<file path="config.mk">
export PLATFORM = sky130hd
export DESIGN_NAME = rgb_to_hsv_converter_top
export DESIGN_NICKNAME = d
export VERILOG_FILES = /design/src/sv/rgbhsv_pkg.sv /design/src/sv/rgbhsv_prep.sv /design/src/sv/rgbhsv_cell.sv /design/src/sv/rgbhsv_post.sv /design/src/sv/rgb_to_hsv_converter_top.sv
export SDC_FILE = /design/constraint.sdc
export NUM_CORES = 1
export LEC_CHECK = 0
export ABC_AREA = 1
export BUFFER_PORTS_ARGS = -buffer_cell sky130_fd_sc_hd__buf_2
export CAP_MARGIN = 0
export CORE_MARGIN = 8
export CORE_UTILIZATION = 65
export DETAILED_ROUTE_END_ITERATION = 8
export GPL_ROUTABILITY_DRIVEN = 0
export PLACE_DENSITY = 0.85
export SLEW_MARGIN = 20
export SYNTH_ARGS = -nofsm -noshare
export SYNTH_HDL_FRONTEND = slang
export SYNTH_SLANG_ARGS = --single-unit
</file>
<file path="constraint.sdc">
create_clock -name clk -period 7.5 [get_ports clk]
set_input_delay 0.375 -clock clk [delete_from_list [all_inputs] [get_ports clk]]
set_output_delay 0.375 -clock clk [all_outputs]
set_load 0.02 [all_outputs]
</file>
<file path="src/sv/rgbhsv_pkg.sv">
// rgbhsv_pkg: types, widths and constants shared by the rgb to hsv converter
// no dependencies; every other file of the block refers to it by scoped names

package rgbhsv_pkg;

  localparam int CH_W      = 8;            // one colour channel
  localparam int HUE_W     = 9;            // hue in degrees, 0..359
  localparam int NUM_W     = 2 * CH_W;     // dividend of either division
  localparam int DIV_CELLS = CH_W;         // one quotient bit per cell
  localparam int IN_W      = 3 * CH_W;
  localparam int OUT_W     = 32;           // 25 payload bits padded to bytes
  localparam int HS_W      = HUE_W + 2;    // signed working width for hue

  localparam logic [HUE_W-1:0] BASE_RED   = 9'd0;
  localparam logic [HUE_W-1:0] BASE_GREEN = 9'd120;
  localparam logic [HUE_W-1:0] BASE_BLUE  = 9'd240;
  localparam logic [HS_W-1:0]  HUE_WRAP   = 11'd360;

  // one restoring division in flight: remainder, then dividend bits that are
  // shifted out at the top while quotient bits come in at the bottom
  typedef struct packed {
    logic [CH_W-1:0] den;
    logic [CH_W-1:0] rem;
    logic [CH_W-1:0] work;
  } div_t;

  typedef struct packed {
    div_t             sat;
    div_t             hue;
    logic             neg;
    logic [HUE_W-1:0] base;
    logic [CH_W-1:0]  val;
  } pix_t;

endpackage

</file>
<file path="src/sv/rgbhsv_prep.sv">
// rgbhsv_prep: first pipeline stage, max/min/delta, sector and dividends
// depends on rgbhsv_pkg

module rgbhsv_prep (
  input  logic                        clk,
  input  logic                        rst,
  input  logic                        in_valid,
  output logic                        in_ready,
  input  logic [rgbhsv_pkg::IN_W-1:0] in_data,   // red, green, blue from bit 0 up
  output logic                        out_valid,
  input  logic                        out_ready,
  output rgbhsv_pkg::pix_t            out_data
);

  logic [7:0]       r, g, b;
  logic [7:0]       mx, mn, delta, absd;
  logic [8:0]       diff;
  logic [15:0]      sat_num, hue_num;
  logic [13:0]      hue_prod;
  logic             load;
  rgbhsv_pkg::pix_t nxt;

  assign r = in_data[7:0];
  assign g = in_data[15:8];
  assign b = in_data[23:16];

  always_comb begin
    mx = r;
    if (g > mx) mx = g;
    if (b > mx) mx = b;
    mn = r;
    if (g < mn) mn = g;
    if (b < mn) mn = b;
    delta = mx - mn;

    if (r == mx) begin
      diff     = {1'b0, g} - {1'b0, b};
      nxt.base = rgbhsv_pkg::BASE_RED;
    end else if (g == mx) begin
      diff     = {1'b0, b} - {1'b0, r};
      nxt.base = rgbhsv_pkg::BASE_GREEN;
    end else begin
      diff     = {1'b0, r} - {1'b0, g};
      nxt.base = rgbhsv_pkg::BASE_BLUE;
    end
    nxt.neg = diff[8];
    absd    = diff[8] ? 8'(-diff) : diff[7:0];

    // delta*255 and |diff|*60 by shift and subtract
    sat_num  = {delta, 8'd0} - {8'd0, delta};
    hue_prod = {absd, 6'd0} - {4'd0, absd, 2'd0};
    hue_num  = {2'b00, hue_prod};

    // black or grey pixels give a zero dividend; divide by one instead of zero
    nxt.sat.den  = (mx == 8'd0) ? 8'd1 : mx;
    nxt.sat.rem  = sat_num[15:8];
    nxt.sat.work = sat_num[7:0];
    nxt.hue.den  = (delta == 8'd0) ? 8'd1 : delta;
    nxt.hue.rem  = hue_num[15:8];
    nxt.hue.work = hue_num[7:0];
    nxt.val      = mx;
  end

  assign load     = !out_valid || out_ready;
  assign in_ready = load;

  always_ff @(posedge clk) begin
    if (rst) begin
      out_valid <= 1'b0;
    end else if (load) begin
      out_valid <= in_valid;
    end
  end

  always_ff @(posedge clk) begin
    if (load && in_valid) begin
      out_data <= nxt;
    end
  end

endmodule

</file>
<file path="src/sv/rgbhsv_cell.sv">
// rgbhsv_cell: one restoring division step for saturation and hue, registered
// depends on rgbhsv_pkg

module rgbhsv_cell (
  input  logic             clk,
  input  logic             rst,
  input  logic             in_valid,
  output logic             in_ready,
  input  rgbhsv_pkg::pix_t in_data,
  output logic             out_valid,
  input  logic             out_ready,
  output rgbhsv_pkg::pix_t out_data
);

  function automatic rgbhsv_pkg::div_t div_step(input rgbhsv_pkg::div_t d);
    logic [8:0]         t;
    logic [8:0]         s;
    logic               ge;
    rgbhsv_pkg::div_t   o;
    t      = {d.rem, d.work[7]};
    s      = t - {1'b0, d.den};
    ge     = (t >= {1'b0, d.den});
    o.den  = d.den;
    o.rem  = ge ? s[7:0] : t[7:0];
    o.work = {d.work[6:0], ge};
    return o;
  endfunction

  logic             load;
  rgbhsv_pkg::pix_t nxt;

  always_comb begin
    nxt     = in_data;
    nxt.sat = div_step(in_data.sat);
    nxt.hue = div_step(in_data.hue);
  end

  assign load     = !out_valid || out_ready;
  assign in_ready = load;

  always_ff @(posedge clk) begin
    if (rst) begin
      out_valid <= 1'b0;
    end else if (load) begin
      out_valid <= in_valid;
    end
  end

  always_ff @(posedge clk) begin
    if (load && in_valid) begin
      out_data <= nxt;
    end
  end

endmodule

</file>
<file path="src/sv/rgbhsv_post.sv">
// rgbhsv_post: output stage, hue from sector base and signed quotient
// depends on rgbhsv_pkg

module rgbhsv_post (
  input  logic                         clk,
  input  logic                         rst,
  input  logic                         in_valid,
  output logic                         in_ready,
  input  rgbhsv_pkg::pix_t             in_data,
  output logic                         out_valid,
  input  logic                         out_ready,
  output logic [rgbhsv_pkg::OUT_W-1:0] out_data  // hue_deg, sat_out, val_out from bit 0 up
);

  localparam int HS_W = rgbhsv_pkg::HS_W;

  logic [HS_W-1:0] base_x, q_x, hs, hw;
  logic            remnz;
  logic            load;

  always_comb begin
    base_x = {2'b00, in_data.base};
    q_x    = {3'b000, in_data.hue.work};
    remnz  = |in_data.hue.rem;
    // floor of a negative fraction rounds one further down when inexact
    if (in_data.neg) begin
      hs = base_x - q_x - {{(HS_W-1){1'b0}}, remnz};
    end else begin
      hs = base_x + q_x;
    end
    hw = hs[HS_W-1] ? hs + rgbhsv_pkg::HUE_WRAP : hs;
  end

  assign load     = !out_valid || out_ready;
  assign in_ready = load;

  always_ff @(posedge clk) begin
    if (rst) begin
      out_valid <= 1'b0;
    end else if (load) begin
      out_valid <= in_valid;
    end
  end

  always_ff @(posedge clk) begin
    if (load && in_valid) begin
      out_data <= {7'd0, in_data.val, in_data.sat.work, hw[rgbhsv_pkg::HUE_W-1:0]};
    end
  end

endmodule

</file>
<file path="src/sv/rgb_to_hsv_converter_top.sv">
// rgb_to_hsv_converter_top: stream wrapper chaining prep, division cells and post
// depends on rgbhsv_pkg, rgbhsv_prep, rgbhsv_cell, rgbhsv_post

// Converts one 8-bit RGB pixel per clock into hue (0..359 degrees, truncated),
// saturation floor(delta*255/max) and value max; black gives all zeros and grey
// gives hue and saturation zero. From input word to output word the path runs:
// one stage finds max, min and the dividends, eight identical cells each
// produce one quotient bit of both divisions, and one stage forms the hue. Every
// stage holds its word while the next is full, so bubbles close up and the input
// keeps taking words until the whole chain is stalled by the output side.

module rgb_to_hsv_converter_top (
  input  logic                         clk,
  input  logic                         rst,
  input  logic                         s_tvalid,
  output logic                         s_tready,
  input  logic [rgbhsv_pkg::IN_W-1:0]  s_tdata,   // red, green, blue from bit 0 up
  output logic                         m_tvalid,
  input  logic                         m_tready,
  output logic [rgbhsv_pkg::OUT_W-1:0] m_tdata    // hue_deg, sat_out, val_out, zero pad
);

  localparam int N = rgbhsv_pkg::DIV_CELLS;

  rgbhsv_pkg::pix_t lnk_data  [N+1];
  logic             lnk_valid [N+1];
  logic             lnk_ready [N+1];

  rgbhsv_prep u_prep (
    .clk       (clk),
    .rst       (rst),
    .in_valid  (s_tvalid),
    .in_ready  (s_tready),
    .in_data   (s_tdata),
    .out_valid (lnk_valid[0]),
    .out_ready (lnk_ready[0]),
    .out_data  (lnk_data[0])
  );

  for (genvar i = 0; i < N; i++) begin : g_cell
    rgbhsv_cell u_cell (
      .clk       (clk),
      .rst       (rst),
      .in_valid  (lnk_valid[i]),
      .in_ready  (lnk_ready[i]),
      .in_data   (lnk_data[i]),
      .out_valid (lnk_valid[i+1]),
      .out_ready (lnk_ready[i+1]),
      .out_data  (lnk_data[i+1])
    );
  end

  rgbhsv_post u_post (
    .clk       (clk),
    .rst       (rst),
    .in_valid  (lnk_valid[N]),
    .in_ready  (lnk_ready[N]),
    .in_data   (lnk_data[N]),
    .out_valid (m_tvalid),
    .out_ready (m_tready),
    .out_data  (m_tdata)
  );

`ifndef SYNTHESIS
  // input can only stall when the chain is full behind a stalled output
  a_stall_full: assert property (@(posedge clk) disable iff (rst)
    !s_tready |-> (m_tvalid && !m_tready))
    else $error("input stalled while output side is free");

  a_hue_range: assert property (@(posedge clk) disable iff (rst)
    m_tvalid |-> (m_tdata[8:0] < 9'd360))
    else $error("hue out of range");

  a_black: assert property (@(posedge clk) disable iff (rst)
    (m_tvalid && (m_tdata[24:17] == 8'd0)) |-> (m_tdata[16:0] == 17'd0))
    else $error("black pixel with nonzero hue or saturation");

  a_pad: assert property (@(posedge clk) disable iff (rst)
    m_tvalid |-> (m_tdata[31:25] == 7'd0))
    else $error("padding bits set");
`endif

endmodule
</file>
; ---- Word-level counts from Yosys, hierarchy flattened
; Index checks and enable logic that the tools add are counted.
[totals]
register_bits = 603
input_bits = 28
word_cells = 196
[classes]
addsub = 26
order_cmp = 20
eq_ne = 2
mux = 25
n_reduce_logical = 33
[op_table]
columns = operator, n
row1 = $mux 8, 20
row2 = $ge 9x8->1, 15
row3 = $sub 8x8->8, 15
row4 = $mux 9, 3
row5 = $sub 8x8->9, 3
row6 = $eq 8x8->1, 2
row7 = $gt 8x8->1, 2
row8 = $logic_not 8->1, 2
row9 = $lt 8x8->1, 2
row10 = $sub 16x8->16, 1
row11 = $sub 14x10->14, 1
row12 = $mux 11, 1
row13 = $sub 11x1->11, 1
row14 = $add 9x8->10, 1
row15 = $logic_and 1x1->1, 10
row16 = $logic_not 1->1, 10
row17 = $logic_or 1x1->1, 10
row18 = $sub 9x8->10, 1
row19 = $add 9x9->9 const B, 1
row20 = $ge 7x8->1, 1
row21 = $neg 8->8, 1
row22 = $reduce_or 8->1, 1
row23 = $sub 7x8->8, 1
row24 = $mux 7, 1

; ---- Longest topological paths before layout
; Gate-level depths: netlist of the first run.
[logic_depth]
word_depth = 12
depth_mapped = 49
mapped_depth_nobuf = 47

; ---- Cells and area by module
; Synthesis of the first run repeated with hierarchy kept, for this count alone.
[unflattened]
cells_unflattened = 3330
hier_area_um2 = 33799.9
[modules_own_cells]
columns = module, n_inst, cells_per_inst, area_per_inst_um2, seq_area_each_um2
row1 = rgbhsv_cell (g_cell[0].u_cell ...), 3, 289, 3331.9, 2001.9
row2 = rgbhsv_cell (g_cell[3].u_cell ...), 3, 288, 3180.6, 2001.9
row3 = rgbhsv_prep, 1, 733, 5640.4, 1701.6
row4 = rgbhsv_cell (g_cell[7].u_cell), 1, 293, 3205.6, 2001.9
row5 = rgbhsv_cell (g_cell[2].u_cell), 1, 288, 3184.3, 2001.9
row6 = rgbhsv_post, 1, 285, 2232.1, 770.7

; ---- Worst setup path before layout of the first run
; No wires, ideal clock.
[synth_path]
kind = input -> register
startpoint = input port s_tdata[11] (netlist name)
endpoint = register u_prep.out_data[28] (netlist name), data pin
setup_time_ps = 263
arrival_ps = 4867
t_required_ps = 7237
slack_ps = 2370
stages = 40
path_buffers = 2
path_cell_list = inv_1 ha_1 nand2_2 nor2_1 nand3_2 nand3_2 buf_6 nand2_1 nand2_1 inv_1 ha_1 a21o_1 nor2_2 nand2_1 nand2_1 buf_6 nand3_4 nand2_4 [... 4 more ...] nand2_2 nand3_1 nand2_2 nor2_8 ha_1 inv_1 nor2_2 nand2_1 nand2_1 xor2_2 ha_1 nand3_1 nand2_1 nand2_1 nand2_1 nand2_1 nand2_1 xor2_1
[synth_between]
elab_chain_cells = 10
elab_cells_between_ends = 13
cone_classes = add/sub: 4 / order compare: 2 / eq/ne: 2 / mux: 5
[synth_rtl]
columns = element, line_no
row1 = from (decl), rgb_to_hsv_converter_top.sv:17  ; input logic [rgbhsv_pkg::IN_W-1:0] s_tdata,
row2 = $gt 8x8->1, rgbhsv_prep.sv:29  ; if (g > mx) mx = g;
row3 = $mux 8 (*), rgbhsv_prep.sv:29
row4 = $gt 8x8->1, rgbhsv_prep.sv:30  ; if (b > mx) mx = b;
row5 = $mux 8 (*), rgbhsv_prep.sv:30
row6 = via u_prep.mx[1], rgbhsv_prep.sv:16  ; logic [7:0] mx, mn, delta, absd;
row7 = $eq 8x8->1, rgbhsv_prep.sv:39  ; end else if (g == mx) begin
row8 = $mux 9, rgbhsv_prep.sv:39
row9 = $mux 9 (*), rgbhsv_prep.sv:36  ; if (r == mx) begin
row10 = $neg 8->8, rgbhsv_prep.sv:47  ; absd = diff[8] ? 8'(-diff) : diff[7:0];
row11 = $mux 8 (*), rgbhsv_prep.sv:47
row12 = $sub 14x10->14 (*), rgbhsv_prep.sv:51  ; hue_prod = {absd, 6'd0} - {4'd0, absd, 2'd0};
row13 = via u_prep.hue_prod[10], rgbhsv_prep.sv:19  ; logic [13:0] hue_prod;
row14 = to (signal assigned), rgbhsv_prep.sv:77  ; out_data <= nxt;
row15 = to (decl), rgbhsv_prep.sv:12  ; output rgbhsv_pkg::pix_t out_data
; The timed path passes the listed nets; every way through them passes the cells marked *.
; A chain may end at the register's enable or synchronous reset.

; ---- Worst setup path in the final report of the first run
[layout_path]
startpoint = input port s_tdata[10] (netlist name)
endpoint = register u_prep.out_data[31] (netlist name), data pin
; Same word-level chain as after synthesis.

==> key figures, run 1 <==
Outcome
  – Outcome: finished clean

Final layout
  – Area Overhead vs Synth: 9.61%
  – Most common cell after layout, fill and taps aside: edfxtp_1
  – Final #Nets: around 2.7k
  – Filler cells: 2517
  – Layout cells sized above 1: 9.28%
  – ANT cells: 0
  – Final Util: between 70% and 80%
  – Most frequent cells in the layout: edfxtp_1 (524), inv_1 (372), nand2_1 (328)
  – Final Non-Filler Cells: ~3k

Routing
  – Post-DRT Antenna Nets: 0
  – Iter 0 DRT Violations: 1436
  – First drt pass iteration count: 8
  – Via-per-instance ratio: approximately 5.7
  – DRC: 0
  – Drt wl/cell: 17.3 um
  – Routed via count: 17.6k
  – Total wire length: between 50000 and 60000 um

Floorplan
  – Initial Util: between 60% and 70%
  – Core ar.: 40800 um2
  – Die Area: 48100 um2
  – Die X: roughly 220 um
  – Die Ht: 219 um
  – # rows: 74
  – IO Pins: 62

Logic synthesis
  – Fraction of registers with async set or reset after synthesis: 0%
  – Number of synthesized flops with an enable pin: roughly 520
  – Ys flop type: edfxtp_1
  – Mapped Area: 26900 um2
  – Syn. warnings: 0
  – Yosys reg bits: 534
  – Syn Inst Count: between 2k and 2.5k
  – Yosys cell types: 58
  – Mapped Avg Cell Area: 11.1 um2
  – Sequential share of the synthesized area: 59.3%

Critical path
  – Bufs and invs on worst path: 5
  – CP startpoint kind: primary input
  – Most Frequent Cell on Critical Path: nand2_1
  – Max FO, Critical Path: 18
  – Arr. time, crit path: approximately 6.9 ns
  – Worst endpoint required time: roughly 7.8 ns
  – CP top delay family: simple AND/OR/NAND/NOR gates
  – CP Capture Type: flip-flop
  – FF-to-FF setup slack: about 3.7 ns
  – Slowest stage delay, CP: between 0.5 and 0.6 ns
  – Worst path slowest cell: a21boi_2
  – CP Class: primary input to flip-flop

Timing
  – RSZ-0062 raised after global routing: false
  – Fin. Hold Viols: 0
  – Crit share post-route: 87.7%
  – Max-slew headroom: between 40% and 50%
  – Slew Limit Fails: 0
  – Setup Skew: 0.0240 ns
  – Final setup fails: 0
  – Hold Slack: 0.0965 ns
  – Fmax: 152 MHz
  – Slew @ Worst Pin: 0.789 ns
  – Post-route setup TNS: 0 ns
  – Final Critical Period: 6.57 ns

Pwr
  – Sw Pwr: 2340 uW
  – Leak: between 0.01 and 0.015 uW
  – Int Pwr: 5700 uW
  – Clock power frac: a little under a third
  – Net Sw Frac: 29.1%
  – Gate power share: 22.0%
  – Cell Pwr Density: 273 nW/um2
  – Tot Pwr: 8040 uW
  – Peak supply drop: 0.195 mV
  – Seq pwr share: a little under half

Flow run
  – Max cap viols: 0

Clock tree
  – Setup bufs post-CTS: 0
  – Clock slew at reported path FFs: roughly 0.060 ns
  – Clock sinks: 534
  – CTS Buffer Depth: 3
  – Hold-fix buffers, CTS: 0
  – Post-cts gate resize count: 0
  – Worst-skew pair later-pin latency: 0.57 ns
  – CTS HTree Levels: 2
  – Num CTS Buffers: approximately 50
  – Root buffer cell: clkbuf_16
  – TritonCTS clock tree: built

Global route
  – Vias in the first global route: 18.0k
  – Wire length of the first global-routing pass: a little under 90000 um
  – Largest net degree at the start of global routing: 60
  – Antenna violations before repair: 0
  – Global Route Usage Sum: 22.1%
  – Remaining global-route overflow: 0

Placed design
  – PortBufs: 54
  – DP HPWL: 36300 um
  – Cells after DPL: slightly below 3k

Min path
  – Type of the worst min-delay path: primary input to flip-flop
==> routing by layer <==
metal / up-vias / track usage (%) / routed length (um)
li1: 8393 / - / -
met1: 8315 / 24.3 / 19800
met2: 702 / 41.7 / 28400
met3: 210 / 3.15 / 2810
met4: 0 / 9.63 / 2250
met5: - / 0 / 0
==> kinds of logic after synthesis <==
| group | after synthesis | share of synthesized area [%] |
|---|---|---|
| AO/OA/AOI/OAI | 355 | 7.15 |
| XOR/XNOR | 122 | 4.01 |
| adder cells (fa/ha/maj) | 212 | 10.4 |
| buffers and inverters | 420 | 6.11 |
| flip-flops | 534 | 59.3 |
| other | 1 | 0.0140 |
| AND/OR/NAND/NOR | 767 | 12.9 |
==> flip-flops by register name, summed over array words and instances (netlist names) <==
name and count:
g_cell.u_cell.out_data 443, u_prep.out_data 56, u_post.out_data 25, g_cell.u_cell.out_valid 8
u_post.out_valid 1, u_prep.out_valid 1
==> final timing paths <==
path / end / from / depth (start not counted)
setup / recovery: u_prep.out_data[31] / s_tdata[10] / 40
hold / removal: u_prep.out_valid / s_tvalid / 3
setup reg to reg: u_prep.out_data[35] / u_post.out_valid / 22
hold reg to reg: g_cell[4].u_cell.out_data[14] / g_cell[3].u_cell.out_data[14] / 0
==> final cells by class <==
cell class / count / area, um2 / area share, %
well taps: 532 / 666 / 2.26
inverters: 386 / 1450 / 4.92
clock buffers: 62 / 1340 / 4.54
flip-flops and latches: 534 / 15900 / 54.1
multi-input cells: 1463 / 9350 / 31.8
repair buffers: 68 / 375 / 1.28
clock inverters: 30 / 322 / 1.09
==> power groups by stage <==
stage                     sequential [uW]  combinational (uW)  clock, uW
final                                3720                1770       2550
after global routing                 3740                1950       2700
after CTS                            3720                1720       2590
after detailed placement             3780                1680          0
after global placement               3770                1560          0
after floorplan                      3730                1290          0
==> per-stage QoR <==
stage               area (um2)  setup slack (ns)
floorplan                26900              2.37
global placement         27700             0.863
detailed placement       27700             0.644
CTS                      29400              1.18
global route             29400             0.412
finish                   29400             0.925
==> synthesized netlist by cell type (9+ instances only) <==
library cell  instances  share of area, %
inv_1               376               5.3
nand2_1             328               4.6
xnor2_1              30              0.98
nand3_2               9              0.34
buf_4                 9              0.25
nand3_1              79               1.5
edfxtp_1            524                59
o21ai_0             108               2.0
inv_2                10              0.14
a211oi_1             13              0.36
ha_1                192               8.9
xor2_1               91               3.0
nand4_1              22              0.51
nand2_2              21              0.49
a21oi_1             189               3.5
fa_1                 20               1.5
nor3_1               20              0.37
dfxtp_1              10              0.75
nor2_1              236               3.3
clkbuf_1             20              0.28
==> worst reg2reg max path: cells and delay by family, from the launching register on <==
family | cells | cell delay, ns
and+or+nand+nor | 11 | 1.90
buffers and inverters | 11 | 1.17
DFF | 1 | 0.33
No activity file was read; power rests on OpenSTA's default activity.
==> inputs of run 2 (changes only) <==
- CORE_UTILIZATION: 65 -> 50
- PLACE_DENSITY: 0.85 -> 0.69
==> run 2 against run 1 <==
Clock power is 5% higher. Via count is 4.6% lower. Flip-flop and latch count stayed put. Non-clock buffer count stayed put. Sequential share of layout area is 0.63 points lower. Cell count is 5.6% higher. Utilization is 16 points lower. First-iteration DRC count is 34% lower. Largest cell class unchanged. Largest power group unchanged.
==> key figures, run 2 (same netlist as run 1, synthesis figures left out) <==
Outcome
  – Outcome: finished clean

Clock tree
  – Setup bufs post-CTS: 0 (unchanged)
  – Clock sinks: 534 (unchanged)
  – Hold-fix buffers, CTS: 0 (unchanged)
  – Num CTS Buffers: 54 (+5.9%)
  – Root buffer cell: clkbuf_16
  – Worst-skew pair later-pin latency: 0.58 ns (about the same)
  – CTS HTree Levels: 2 (unchanged)
  – TritonCTS clock tree: built
  – CTS Buffer Depth: 3 (unchanged)
  – Clock slew at reported path FFs: 0.06 ns (about the same)
  – Post-cts gate resize count: 0 (unchanged)

Flow run
  – Max cap viols: 0 (unchanged)

Timing
  – Crit share post-route: 84.5% (-3.2 points)
  – Setup Skew: 0.0174 ns (-0.00667 ns)
  – Fmax: 158 MHz (+3.8%)
  – Fin. Hold Viols: 0 (unchanged)
  – Slew Limit Fails: 0 (unchanged)
  – Final setup fails: 0 (unchanged)
  – Slew @ Worst Pin: 1.10 ns (+0.308 ns)
  – Final Critical Period: 6.34 ns (-0.239 ns)
  – Max-slew headroom: 26.7% (-21 points)
  – RSZ-0062 raised after global routing: false
  – Post-route setup TNS: 0 ns (unchanged)

Min path
  – Type of the worst min-delay path: primary input to flip-flop

Routing
  – Iter 0 DRT Violations: 953 (-34%)
  – Drt wl/cell: 14.5 um (-16%)
  – DRC: 0 (unchanged)
  – Post-DRT Antenna Nets: 0 (unchanged)
  – Total wire length: 47100 um (-11%)
  – Via-per-instance ratio: 5.17 (-9.7%)
  – First drt pass iteration count: 7 (-1)
  – Routed via count: 16.8k (-4.6%)

Final layout
  – Largest Register: g_cell.u_cell.out_data
  – Most frequent cells in the layout: edfxtp_1 (524), inv_1 (372), nand2_1 (328)
  – Layout cells sized above 1: 9.68% (+0.40 points)
  – Largest regs: g_cell.u_cell.out_data: 443 flops, u_prep.out_data: 56 flops, u_post.out_data: 25 flops
  – Most common cell after layout, fill and taps aside: edfxtp_1
  – Area Overhead vs Synth: 10.9%
  – Filler cells: 4298 (+71%)
  – Max reg flops: 443 (unchanged)
  – ANT cells: 0 (unchanged)
  – Final #Nets: 2747 (+0.11%)
  – Design area: 29800 um2 (+1.2%)

Global route
  – Vias in the first global route: 17.0k (-5.5%)
  – Global Route Usage Sum: 15.4% (-6.7 points)
  – GRT met3 Usage: 2.50% (-0.66 points)
  – Remaining global-route overflow: 0 (unchanged)
  – M2 GR Usage: 28.6% (-13 points)
  – Antenna violations before repair: 0 (unchanged)
  – GRT met1 Usage: 17.0% (-7.4 points)
  – Largest net degree at the start of global routing: 60 (unchanged)
  – Wire length of the first global-routing pass: 77900 um (-10%)
  – GRT busiest layer: met2

Floorplan
  – Initial Util: 50.2% (-16 points)
  – Core ar.: 53500 um2 (+31%)
  – IO Pins: 62 (unchanged)
  – Die X: 248 um (+13%)
  – # rows: 85 (+15%)
  – Die Area: 61400 um2 (+28%)
  – Die Ht: 248 um (+13%)

Placed design
  – Dpl cell area: 28000 um2 (+0.74%)
  – DP HPWL: 34900 um (-3.9%)
  – PortBufs: 54 (unchanged)

Critical path
  – Arr. time, crit path: 6.65 ns (-0.24 ns)
  – Most Frequent Cell on Critical Path: nand2_1
  – CP top delay family: simple AND/OR/NAND/NOR gates
  – CP startpoint kind: primary input
  – Bufs and invs on worst path: 4 (-1)
  – Worst endpoint required time: 7.81 ns (about the same)
  – Slowest stage delay, CP: 0.52 ns (-0.03 ns)
  – Max FO, Critical Path: 11 (-7)
  – CP Class: primary input to flip-flop
  – Worst path slowest cell: a21boi_2
  – CP Capture Type: flip-flop

Pwr
  – Int Pwr: 5800 uW (+1.8%)
  – Sw Pwr: 2290 uW (-1.9%)
  – Net Sw Frac: 28.3% (-0.75 points)
  – Cell Pwr Density: 272 nW/um2 (-0.46%)
  – Seq pwr share: 45.9% (-0.4 points)
  – Gate power share: 20.9% (-1.1 points)
  – Clock power frac: 33.1% (+1.4 points)
  – Peak supply drop: 0.197 mV (+1.1%)
  – Leak: 0.0124 uW (+0.55%)
[run 2: stage by stage]
step | setup WS (ns) | power (uW) | hold slack, ns | cells | util, %
after floorplan | 2.37 | 5020 | 0.400 | 2417 | -
after global placement | 0.820 | 5360 | 0.402 | 3144 | 52.2
after detailed placement | 0.681 | 5440 | 0.405 | 3144 | 52.2
after CTS | 1.29 | 8160 | 0.0587 | 3245 | 55.6
after global routing | 0.733 | 8510 | 0.0960 | 3248 | 55.7
final | 1.16 | 8090 | 0.101 | 3248 | 55.7
[run 2: path summary, 6_finish.rpt]
path | cells after the start | endpoint | slack (ns) | from
setup / recovery | 40 | u_prep.out_data[28] | 1.16 | s_tdata[11]
setup reg to reg | 22 | u_prep.out_data[64] | 4.05 | u_post.out_valid
hold reg to reg | 0 | g_cell[6].u_cell.out_data[11] | 0.41 | g_cell[5].u_cell.out_data[11]
hold / removal | 3 | u_prep.out_valid | 0.10 | s_tvalid
[run 2: tightest hold or removal path, cell delays in order]
cell and delay [ns]:
buf_2 0.09, nand2_1 0.08, a21oi_1 0.06
[run 2: routing by layer]
metal	routed length (um)	vias up
met5	0	-
li1	-	8409
met1	19000	7880
met3	1780	145
met2	24300	372
met4	2050	0
[run 2: area by class of cell]
class	instances	area (um2)	share of cell area (%)
Clock buffer	66	1450	4.86
Clock inverter	35	363	1.22
Inverter	386	1450	4.86
Multi-Input combinational cell	1463	9340	31.4
Sequential cell	534	15900	53.5
Tap cell	696	871	2.92
Timing Repair Buffer	68	375	1.26
[run 2: power by group through the flow]
stage	clock network [uW]	logic, uW	registers [uW]
finish	2680	1690	3720
global route	2870	1910	3740
CTS	2760	1680	3720
detailed placement	0	1660	3780
global placement	0	1580	3770
floorplan	0	1290	3730
==> inputs of run 3 (changes only) <==
- PLACE_DENSITY: 0.69 -> 0.72
- clock period: 7.5 -> 5.75 ns (I/O delays scaled with it)
==> run 3 against run 2 <==
Count of clock-buffer cells in the layout decreased by 7. Non-clock buffer count increased by 21. Critical path depth rose by 5. Via count up 1.2%. Combinational power up 33%. Clock power rose by 23%. First-iteration DRC count rose by 16%. Utilization rose by 0.33 points. Die area unchanged. Power rose by 29%. Cell area increased by 0.59%. Clock skew is essentially flat. Critical path type unchanged. Largest cell class unchanged.
==> key figures, run 3 (same netlist as run 1, synthesis figures left out) <==
Final layout
  – Most frequent cells in the layout: edfxtp_1 (524), inv_1 (371), nand2_1 (324)
  – Filler cells: 4232 (-1.5%)
  – Final #Nets: 2765 (+0.66%)
  – ANT cells: 0 (unchanged)
  – Max reg flops: 443 (unchanged)
  – Largest Register: g_cell.u_cell.out_data
  – Final Non-Filler Cells: 3261 (+0.40%)
  – Most common cell after layout, fill and taps aside: edfxtp_1
  – Layout cells sized above 1: 10.6% (+0.93 points)
  – Final Util: 56.0% (+0.33 points)
  – Reg area: 15900 um2 (unchanged)
  – Area Overhead vs Synth: 11.5%
  – Footprint of the multi-input gates: 9480 um2 (+1.4%)
  – Largest regs: g_cell.u_cell.out_data: 443 flops, u_prep.out_data: 56 flops, u_post.out_data: 25 flops

Pwr
  – Int Pwr: 7480 uW (+29%)
  – Clock power frac: 31.8% (-1.3 points)
  – Peak supply drop: 0.209 mV (+6.2%)
  – Net Sw Frac: 28.0% (-0.29 points)
  – Seq pwr share: 46.6% (+0.7 points)
  – Cell Pwr Density: 347 nW/um2 (+28%)
  – Gate power share: 21.7% (+0.8 points)
  – Leak: 0.0125 uW (+0.39%)
  – Sw Pwr: 2920 uW (+27%)

Placed design
  – PortBufs: 54 (unchanged)
  – Cells after DPL: 3156 (+0.38%)
  – Pre-CTS setup slack: -0.270 ns (-0.951 ns)
  – DP HPWL: 35800 um (+2.5%)

Critical path
  – CP startpoint kind: primary input
  – CP Class: primary input to flip-flop
  – Slowest stage delay, CP: 0.34 ns (-0.18 ns)
  – Max FO, Critical Path: 10 (-1)
  – FF-to-FF setup slack: 2.29 ns (-1.76 ns)
  – Worst endpoint required time: 6.05 ns (-1.76 ns)
  – Bufs and invs on worst path: 10 (+6)
  – Terminus of the critical flop-to-flop path: u_prep.out_data[58]
  – Worst path slowest cell: ha_2
  – Most Frequent Cell on Critical Path: nand2_1
  – Arr. time, crit path: 5.74 ns (-0.91 ns)
  – Reg2reg start: u_post.out_valid
  – FF-to-FF path depth: 22 (unchanged)
  – CP Capture Type: flip-flop
  – CP top delay family: simple AND/OR/NAND/NOR gates

Global route
  – Vias in the first global route: 17.1k (+0.070%)
  – Antenna violations before repair: 0 (unchanged)
  – Wire length of the first global-routing pass: 78300 um (+0.45%)
  – Remaining global-route overflow: 0 (unchanged)
  – Largest net degree at the start of global routing: 60 (unchanged)
  – Global Route Usage Sum: 15.4% (about the same)

Floorplan
  – IO Pins: 62 (unchanged)
  – Die Area: 61400 um2 (unchanged)
  – # rows: 85 (unchanged)
  – Die Ht: 248 um (unchanged)
  – Initial Util: 50.2% (unchanged)
  – Core ar.: 53500 um2 (unchanged)
  – Die X: 248 um (unchanged)

Outcome
  – Outcome: finished clean

Routing
  – Drt wl/cell: 14.7 um (+1.1%)
  – Via-per-instance ratio: 5.22 (+0.84%)
  – Iter 0 DRT Violations: 1106 (+16%)
  – First drt pass iteration count: 6 (-1)
  – Post-DRT Antenna Nets: 0 (unchanged)
  – DRC: 0 (unchanged)
  – Routed via count: 17.0k (+1.2%)
  – Total wire length: 47800 um (+1.5%)

Clock tree
  – CTS Buffer Depth: 3 (unchanged)
  – Clock slew at reported path FFs: 0.06 ns (about the same)
  – Worst-skew pair later-pin latency: 0.56 ns (-0.02 ns)
  – Clock sinks: 534 (unchanged)
  – Root buffer cell: clkbuf_16
  – Hold-fix buffers, CTS: 0 (unchanged)
  – Num CTS Buffers: 50 (-7.4%)
  – TritonCTS clock tree: built
  – CTS HTree Levels: 2 (unchanged)

Timing
  – Fmax: 184 MHz
  – Hold Slack: 0.0405 ns (-0.0604 ns)
  – Setup Skew: 0.0169 ns (-0.000470 ns)
  – Max-slew headroom: 40.0% (+13 points)
  – Final setup fails: 0 (unchanged)
  – Slew @ Worst Pin: 0.899 ns (-0.198 ns)
  – Final WS setup: 0.314 ns (-0.850 ns)
  – Fin. Hold Viols: 0 (unchanged)
  – Slew Limit Fails: 0 (unchanged)
  – Final Critical Period: between 5 and 6 ns
  – Crit share post-route: 94.5%

Min path
  – Hold Path End: u_prep.out_valid
  – Hold path start: s_tvalid
  – Type of the worst min-delay path: primary input to flip-flop
  – Hold Crit Depth: 3 (unchanged)

Flow run
  – Max cap viols: 0 (unchanged)
run 3: final cells by class:
cell class / instances / share of cell area, %
repair buffers: 89 / 1.81
flip-flops and latches: 534 / 53.2
clock inverters: 33 / 1.24
clock buffers: 59 / 4.36
well taps: 696 / 2.91
multi-input cells: 1464 / 31.6
inverters: 386 / 4.86
run 3: tightest hold or removal path, cell delays in order:
cell	delay, ns
buf_2	0.09
nand2_1	0.09
a21oi_1	0.07
run 3: worst max path at each step:
stage,from,endpoint,slack [ns],cells after the start
finish,s_tdata[12],u_prep.out_data[31],0.31,45
global route,s_tdata[12],u_prep.out_data[29],-0.04,46
CTS,s_tdata[10],u_prep.out_data[54],0.29,32
detailed placement,s_tdata[10],u_prep.out_data[54],-0.27,32
global placement,s_tdata[13],u_prep.out_data[54],-0.02,32
floorplan,s_tdata[11],u_prep.out_data[28],0.71,40
run 3: repair_timing:
action                                  in CTS  in global routing
buffers inserted                             0                  9
resized for setup                            0                 28
endpoints found under the setup margin       0                 16
run 3: per-layer routing:
layer  track usage, %  routed length (um)  part of all wire [%]
met5                0                   0                     0
met3             2.16                2100                   4.4
met1             17.2               19100                    40
met4             6.98                1960                   4.1
met2             28.7               24700                    52
run 3: power by group through the flow:
stage / sequential, uW / combinational (uW) / clock, uW
after global placement: 4920 / 2080 / 0
after global routing: 4870 / 2550 / 3540
after detailed placement: 4930 / 2180 / 0
after CTS: 4840 / 2200 / 3390
after floorplan: 4860 / 1690 / 0
final: 4840 / 2250 / 3300
run 3: metrics by stage:
| step | total power, uW | setup TNS [ns] | area (um2) |
|---|---|---|---|
| floorplan | 6550 | 0 | 26900 |
| global placement | 7000 | -0.0155 | 28000 |
| detailed placement | 7110 | -2.69 | 28000 |
| CTS | 10400 | 0 | 29700 |
| global route | 11000 | -0.0995 | 30000 |
| finish | 10400 | 0 | 30000 |
